### src/acm_pkg.sv
// Shared types and constants for the Aho-Corasick match step block.
// No dependencies; imported by the top level, the controller and the datapath.
`default_nettype none
package acm_pkg;

    localparam int STATE_W  = 8;
    localparam int SYM_W    = 8;
    localparam int TGT_W    = 9;
    localparam int PAT_W    = 16;
    localparam int IDX_W    = 4;
    localparam int MAX_FAIL = 5;
    localparam int FCNT_W   = $clog2(MAX_FAIL + 1);
    localparam int GOTO_AW  = STATE_W + SYM_W;

    // Patterns that count in the bitmap (all sixteen at this size).
    localparam logic [PAT_W-1:0] PAT_MASK   = 16'hFFFF;
    localparam logic [TGT_W-1:0] GOTO_UNDEF = 9'h1FF;

    // Item opcodes.
    typedef enum logic [1:0] {
        CMD_SEARCH = 2'd0,
        CMD_GOTO   = 2'd1,
        CMD_FAIL   = 2'd2,
        CMD_OUT    = 2'd3
    } acm_op_t;

    // Controller states.
    typedef enum logic [2:0] {
        ST_IDLE,
        ST_GOTO_CHK,
        ST_FAIL_CHK,
        ST_OUT_CHK,
        ST_WR_DONE
    } acm_state_t;

    // Commands from controller to datapath.
    typedef struct packed {
        logic start_search;
        logic write_entry;
        logic take_goto;
        logic fail_rd;
        logic take_dead;
        logic next_goto;
        logic load_match;
        logic load_zero;
    } acm_cmd_t;

    // Status from datapath to controller.
    typedef struct packed {
        logic goto_def;
        logic fail_left;
        logic out_free;
    } acm_stat_t;

endpackage
`default_nettype wire

### src/acm_ctrl.sv
// Controller state machine for the Aho-Corasick match step.
// Depends on acm_pkg for the state, opcode, command and status types.
`default_nettype none
module acm_ctrl (
    input  wire logic               aclk,
    input  wire logic               aresetn,
    input  wire logic               s_valid,
    input  wire logic [1:0]         s_cmd,
    output logic                    s_ready,
    input  wire acm_pkg::acm_stat_t stat,
    output acm_pkg::acm_cmd_t       cmd
);
    import acm_pkg::*;

    acm_state_t state_reg;
    acm_state_t state_next;
    acm_op_t    op;

    assign op      = acm_op_t'(s_cmd);
    assign s_ready = (state_reg == ST_IDLE);

    // State register.
    always_ff @(posedge aclk) begin
        if (!aresetn) begin
            state_reg <= ST_IDLE;
        end else begin
            state_reg <= state_next;
        end
    end

    // Next state.
    always_comb begin
        state_next = state_reg;
        unique case (state_reg)
            ST_IDLE: begin
                if (s_valid) begin
                    state_next = (op == CMD_SEARCH) ? ST_GOTO_CHK : ST_WR_DONE;
                end
            end
            ST_GOTO_CHK: begin
                if (!stat.goto_def && stat.fail_left) begin
                    state_next = ST_FAIL_CHK;
                end else begin
                    state_next = ST_OUT_CHK;
                end
            end
            ST_FAIL_CHK: state_next = ST_GOTO_CHK;
            ST_OUT_CHK: begin
                if (stat.out_free) begin
                    state_next = ST_IDLE;
                end
            end
            ST_WR_DONE: begin
                if (stat.out_free) begin
                    state_next = ST_IDLE;
                end
            end
            default: state_next = ST_IDLE;
        endcase
    end

    // Datapath commands.
    always_comb begin
        cmd = '0;
        unique case (state_reg)
            ST_IDLE: begin
                if (s_valid) begin
                    if (op == CMD_SEARCH) begin
                        cmd.start_search = 1'b1;
                    end else begin
                        cmd.write_entry = 1'b1;
                    end
                end
            end
            ST_GOTO_CHK: begin
                if (stat.goto_def) begin
                    cmd.take_goto = 1'b1;
                end else if (stat.fail_left) begin
                    cmd.fail_rd = 1'b1;
                end else begin
                    cmd.take_dead = 1'b1;
                end
            end
            ST_FAIL_CHK: cmd.next_goto = 1'b1;
            ST_OUT_CHK:  cmd.load_match = stat.out_free;
            ST_WR_DONE:  cmd.load_zero = stat.out_free;
            default: cmd = '0;
        endcase
    end

endmodule
`default_nettype wire

### config.mk
export PLATFORM = sky130hd
export DESIGN_NAME = acm_ctrl
export DESIGN_NICKNAME = d
export VERILOG_FILES = /design/src/acm_pkg.sv /design/src/acm_ctrl.sv
export SDC_FILE = /design/constraint.sdc
export NUM_CORES = 1
export LEC_CHECK = 0
export ABC_AREA = 1
export BUFFER_PORTS_ARGS = -buffer_cell sky130_fd_sc_hd__clkbuf_2
export CAP_MARGIN = 20
export CORE_AREA = 5 5 42 44
export CTS_CLUSTER_SIZE = 16
export DETAILED_ROUTE_END_ITERATION = 6
export DIE_AREA = 0 0 47 49
export PLACE_DENSITY_LB_ADDON = 0.3
export SYNTH_ARGS = -nofsm -noshare
export SYNTH_HDL_FRONTEND = slang
export SYNTH_SLANG_ARGS = --single-unit
### constraint.sdc
create_clock -name aclk -period 2.3 [get_ports aclk]
set_input_delay 0 -clock aclk [delete_from_list [all_inputs] [get_ports aclk]]
set_output_delay 0 -clock aclk [all_outputs]
set_load 0.005 [all_outputs]
==> results.sh, run 1 <==
export IMPL_status="completed"
export IMPL_switching_power_mw=0.1094
export IMPL_syn_to_final_growth_pct=55.90
export IMPL_timing_hold_ws_ns=0.1283
export IMPL_postRouteAntennaNets=0
export IMPL_grt_pass1_vias=316
export IMPL_n_fill_cell=169
export IMPL_largest_reg_flops=3
export IMPL_yosys_warnings=0
export IMPL_fmax_mhz=850.9
export IMPL_drt_iter0_drc=2
export IMPL_path_class="reg -> out"
export IMPL_yosysTopAreaCellShare=0.2462
export IMPL_io_buffers=16
export IMPL_clk_pin_slew_worst_paths_ns=0.04
export IMPL_first_pass_iters=4
export IMPL_period_minus_slack_ns=1.175
export IMPL_crit_buf_inv=2
export IMPL_hpwl_um=582.9
export IMPL_post_route_period_util=0.5110
export IMPL_final_cell_count_no_fill=81
export IMPL_cts_sinks=3
export IMPL_drive_gt1_frac=0.3692
export IMPL_dp_cells=76
export IMPL_fin_tns_setup_ns=0
export IMPL_cts_root_buf="clkbuf_4"
export IMPL_finalSetupViolCount=0
export IMPL_syn_inst=44
export IMPL_crit_slowest_cell="dfxtp_1"
export IMPL_ys_types=12
export IMPL_clkLatencyLatePin_ns=0.23
export IMPL_synth_area_top_cells="dfxtp_1 25%, nand2_1 14%, nor2_1 12%, inv_1 11%, nand3_1 8.2%"
export IMPL_cts_htree_levels=1
export IMPL_clockPowerShare=0.322
export IMPL_cts_tree="built"
export IMPL_vias=329
export IMPL_rows=14
export IMPL_dieWidth_um=47
export IMPL_critPathCaptureType="primary output"
export IMPL_crit_path_max_incr_delay_ns=0.35
export IMPL_sw_frac_of_total=0.3838
export IMPL_drcViolationCount=0
export IMPL_syn_num_nets=52
export IMPL_cts_setup_buffers=0
export IMPL_nets=74
export IMPL_clock_path_buffers=2
export IMPL_ys_seq_area_frac=0.2462
export IMPL_grt_pass1_wl_um=1228
export IMPL_drt_wirelength_per_cell_um=8.259
export IMPL_async_reset_ff_frac=0
export IMPL_worstPathMaxFanout=6
export IMPL_syn_area_sq_um=244.0
export IMPL_cts_repair_resized=0
export IMPL_pwr_share_seq=0.276
export IMPL_required_ns=2.30
export IMPL_p_leak_nw=0.2231
export IMPL_synthTopCellsByCount="9 x nand2_1, 8 x nor2_1, 7 x inv_1"
export IMPL_path_cells="inv_2, nand2_2, nor2_4, nand2_1, nor2_1, clkbuf_2"
export IMPL_maxSlewHeadroom=0.8257
export IMPL_cpLargestDelayFamily="simple AND/OR/NAND/NOR gates"
export IMPL_coreArea_sq_mm=0.001401
export IMPL_drv_slew=0
export IMPL_yosysTopAreaCell="dfxtp_1"
export IMPL_avgSynthCellArea_sq_um=5.545
export IMPL_max_vdd_ir_drop_uv=245.2
export IMPL_finalHoldViolCount=0
export IMPL_cp_data_arrival_time_ns=1.18
export IMPL_die_h_um=49
export IMPL_via_per_inst=4.062
export IMPL_holdCritPathClass="in -> reg"
export IMPL_power_share_combinational=0.403
export IMPL_power_density_mw_per_mm2=749.4
export IMPL_worst_pin_slew_ns=0.2611
export IMPL_ys_ff_latch=3
export IMPL_yosysMostFrequentCell="nand2_1"
export IMPL_start_util=0.1741
export IMPL_start_kind="flip-flop"
export IMPL_intPower_mw=0.1756
export IMPL_drv_cap=0
export IMPL_numCtsBuffers=3
export IMPL_grt_ovfl_total=0
export IMPL_skew_ns=0.004932
export IMPL_antenna_found_initial=0
export IMPL_ioPinCount=17
export IMPL_grt_setup_unrepaired="false"
export IMPL_place_gp_congestion=0.7171
export IMPL_routed_wl_um=669
export IMPL_grt_max_degree=7
export IMPL_die_area_sq_mm=0.002303
export IMPL_synth_edf_count=0
export IMPL_n_antenna_cell=0
export IMPL_track_usage=0.07525
export IMPL_synth_flop_cell="dfxtp_1"
## kinds of logic after synthesis
logic type	after synthesis	synth area share
AND/OR/NAND/NOR	29	0.5538
AO/OA/AOI/OAI	3	0.06152
flip-flops	3	0.2462
buffers and inverters	9	0.1385
## routing by layer
layer / vias to the layer above / track usage / routed length [um]
li1: 178 / - / -
met1: 147 / 0.07440 / 229
met2: 4 / 0.1176 / 393
met3: 0 / 0.03321 / 45
met5: - / 0 / 0
met4: 0 / 0.05530 / 0
## layout make-up
class	instances	area, sq um	area share
inverters	9	33.78	0.08882
flip-flops and latches	3	60.06	0.1579
well taps	16	20.02	0.05263
multi-input cells	32	150.1	0.3947
clock buffers	4	26.28	0.06908
repair buffers	17	90.09	0.2368
## power by group through the flow
| stage | clock network [mW] | logic (mW) | registers [mW] |
|---|---|---|---|
| final | 0.0917 | 0.115 | 0.0786 |
| after detailed placement | 0 | 0.117 | 0.0789 |
| after global routing | 0.105 | 0.131 | 0.0813 |
| after floorplan | 0 | 0.0783 | 0.0756 |
| after global placement | 0 | 0.118 | 0.0788 |
| after CTS | 0.0971 | 0.118 | 0.0780 |
## layout by cell type (no fill, tap or decap)
cell            n
a21oi_1         2
clkbuf_1        1
clkbuf_2       16
clkbuf_4        3
dfxtp_1         3
dlygate4sd3_1   1
inv_1           7
inv_2           2
nand2_1         9
nand2_2         2
nand3_1         4
nand4_1         2
nor2_1          8
nor2_4          1
nor3_1          3
o21ai_0         1
## what timing repair did
item,4_1_cts,5_1_grt
hold endpoints to repair,1,0
setup endpoints to repair,0,0
hold buffers,1,0
## through the flow
step                setup WS (ns)  instance area, sq um  utilization  total power, mW
floorplan                   1.355                 244.0            -           0.1539
finish                      1.125                 380.4       0.2714           0.2850
global placement            1.248                 344.1       0.2455           0.1964
CTS                         1.097                 380.4       0.2714           0.2930
global route                1.001                 380.4       0.2714           0.3178
detailed placement          1.254                 344.1       0.2455           0.1954
## worst paths after layout
kind | to | cells after the start | start | slack (ns)
setup / recovery | cmd[7] | 6 | state_reg[0] | 1.12
hold / removal | state_reg[2] | 4 | stat[0] | 0.13
setup reg to reg | state_reg[0] | 7 | state_reg[0] | 1.25
hold reg to reg | state_reg[1] | 2 | state_reg[1] | 0.57
## tightest hold or removal path, cell delays in order
cell,delay (ns)
clkbuf_2,0.08
inv_1,0.07
nand4_1,0.11
a21oi_1,0.06
No activity file was read; power rests on OpenSTA's default activity.
==> run 2: changes to the inputs <==
clock period = 0.98 ns   (was 2.3 ns; I/O delays follow)
==> run 2 against run 1 <==
Compared with the run above: sequential power rose by 140%; core utilization increased by 13 points; non-clock buffer count rose by 15; critical endpoint unchanged; sequential cell count unchanged; the run now ends with setup timing left; power increased to 3.3 times the previous value; first-iteration DRC count shrank 50%; critical path depth decreased by 1; worst setup slack worse by 1.3 ns; cell area grew 47%; count of clock-buffer cells in the layout stayed put; sequential share of layout area decreased by 3.5 points.
==> results.sh, run 2 (synthesis gave the netlist of run 1 again) <==
export IMPL_status="finished with violations"
export IMPL_violations="setup timing"
export IMPL_start_kind="flip-flop"
export IMPL_final_cell_count_no_fill=96
export IMPL_antenna_found_initial=0
export IMPL_clockPowerShare=0.227
export IMPL_cts_tree="built"
export IMPL_syn_to_final_growth_pct=128.7
export IMPL_drcViolationCount=0
export IMPL_rows=14
export IMPL_nets=89
export IMPL_track_usage=0.08310
export IMPL_start_util=0.1741
export IMPL_grt_ovfl_total=0
export IMPL_holdCritPathClass="in -> reg"
export IMPL_hpwl_um=580.9
export IMPL_final_common_cell="buf_4"
export IMPL_largest_reg_flops=3
export IMPL_ioPinCount=17
export IMPL_timing_final_ws_setup_ns=-0.1401
export IMPL_post_place_ws_ns=-0.06112
export IMPL_maxSlewHeadroom=0.8687
export IMPL_worstPathMaxFanout=4
export IMPL_clock_path_buffers=2
export IMPL_finalSetupViolCount=10
export IMPL_grt_max_degree=6
export IMPL_place_gp_congestion=0.6742
export IMPL_postRouteAntennaNets=0
export IMPL_worst_pin_slew_ns=0.1967
export IMPL_pwr_share_seq=0.200
export IMPL_n_fill_cell=154
export IMPL_clk_pin_slew_worst_paths_ns=0.04
export IMPL_power_density_mw_per_mm2=1693
export IMPL_grt_setup_unrepaired="true"
export IMPL_coreArea_sq_mm=0.001401
export IMPL_die_h_um=49
export IMPL_drive_gt1_frac=0.6500
export IMPL_die_area_sq_mm=0.002303
export IMPL_drt_wirelength_per_cell_um=9.573
export IMPL_n_antenna_cell=0
export IMPL_io_buffers=16
export IMPL_sw_frac_of_total=0.3580
export IMPL_drt_iter0_drc=1
export IMPL_layout_common_cells="13 x buf_4, 10 x clkbuf_2, 6 x inv_1, 6 x nand2_1, 6 x buf_2"
export IMPL_numCtsBuffers=3
export IMPL_grt_pass1_wl_um=1414
export IMPL_via_per_inst=4.146
export IMPL_intPower_mw=0.6066
export IMPL_power_share_combinational=0.573
export IMPL_cts_root_buf="clkbuf_4"
export IMPL_dp_cells=82
export IMPL_fin_tns_setup_ns=-0.6931
export IMPL_cts_sinks=3
export IMPL_required_ns=0.98
export IMPL_post_route_period_util=1.143
export IMPL_first_pass_iters=2
export IMPL_fin_util=0.3982
export IMPL_path_class="reg -> out"
export IMPL_total_power_mw=0.9448
export IMPL_finalHoldViolCount=0
export IMPL_p_leak_nw=0.3144
export IMPL_routed_wl_um=919
export IMPL_grt_pass1_vias=376
export IMPL_clkLatencyLatePin_ns=0.23
export IMPL_skew_ns=0.0007665
export IMPL_dieWidth_um=47
export IMPL_fmax_mhz=892.8
export IMPL_drv_cap=0
export IMPL_period_minus_slack_ns=1.120
export IMPL_max_vdd_ir_drop_uv=667.8
export IMPL_critPathCaptureType="primary output"
export IMPL_drv_slew=0
export IMPL_cts_htree_levels=1
export IMPL_switching_power_mw=0.3382
export IMPL_vias=398
export IMPL_cp_data_arrival_time_ns=1.12
-- run 2: cell types whose count changed in the layout (fill, tap and decap cells not counted), sizes merged --
cell,delta
buf,+21
clkbuf,-6
-- run 2: path summary, 6_finish.rpt --
path,from,endpoint,slack [ns],cells after the start
worst max register to register,state_reg[2],state_reg[0],-0.11,8
worst min register to register,state_reg[2],state_reg[1],0.63,3
worst min-delay path,stat[0],state_reg[2],0.15,4
worst max-delay path,state_reg[2],cmd[7],-0.14,5
-- run 2: per-layer routing --
| layer | track usage | wire (um) | vias up |
|---|---|---|---|
| li1 | - | - | 211 |
| met5 | 0 | 0 | - |
| met1 | 0.08571 | 325 | 183 |
| met2 | 0.1448 | 565 | 4 |
| met4 | 0.05530 | 0 | 0 |
| met3 | 0.01107 | 29 | 0 |
-- run 2: what timing repair did --
| action | in CTS | in global routing |
|---|---|---|
| gates resized for setup | 11 | 13 |
| hold buffers | 1 | 0 |
| pin swaps | 2 | 2 |
| setup endpoints to repair | 10 | 11 |
| endpoints found under the hold margin | 1 | 0 |
| setup buffers | 8 | 1 |
-- run 2: stage by stage --
step                      area, sq um  hold slack (ns)
final                           558.0           0.1518
after global placement          389.1           0.2297
after floorplan                 244.0          0.03420
after CTS                       525.5           0.1267
after detailed placement        389.1           0.2301
after global routing            558.0           0.2014
-- run 2: power by group through the flow --
| stage | sequential [mW] | combinational [mW] | clock, mW |
|---|---|---|---|
| after global placement | 0.179 | 0.347 | 0 |
| after floorplan | 0.178 | 0.184 | 0 |
| final | 0.189 | 0.542 | 0.214 |
| after CTS | 0.182 | 0.493 | 0.229 |
| after detailed placement | 0.178 | 0.349 | 0 |
| after global routing | 0.193 | 0.600 | 0.237 |
-- run 2: worst max-delay path: stages (launching register included) --
cell and delay (ns):
dfxtp_4 0.36, buf_12 0.13, nor2_4 0.12, nand2_2 0.07
nor2_2 0.10, buf_2 0.11
-- run 2: layout make-up --
class	count	area [sq um]	share of cell area
inverter	9	33.78	0.06054
timing repair buffer	32	219.0	0.3924
clock buffer	4	26.28	0.04709
multi-input combinational	32	190.2	0.3408
tap	16	20.02	0.03587
sequential	3	68.82	0.1233
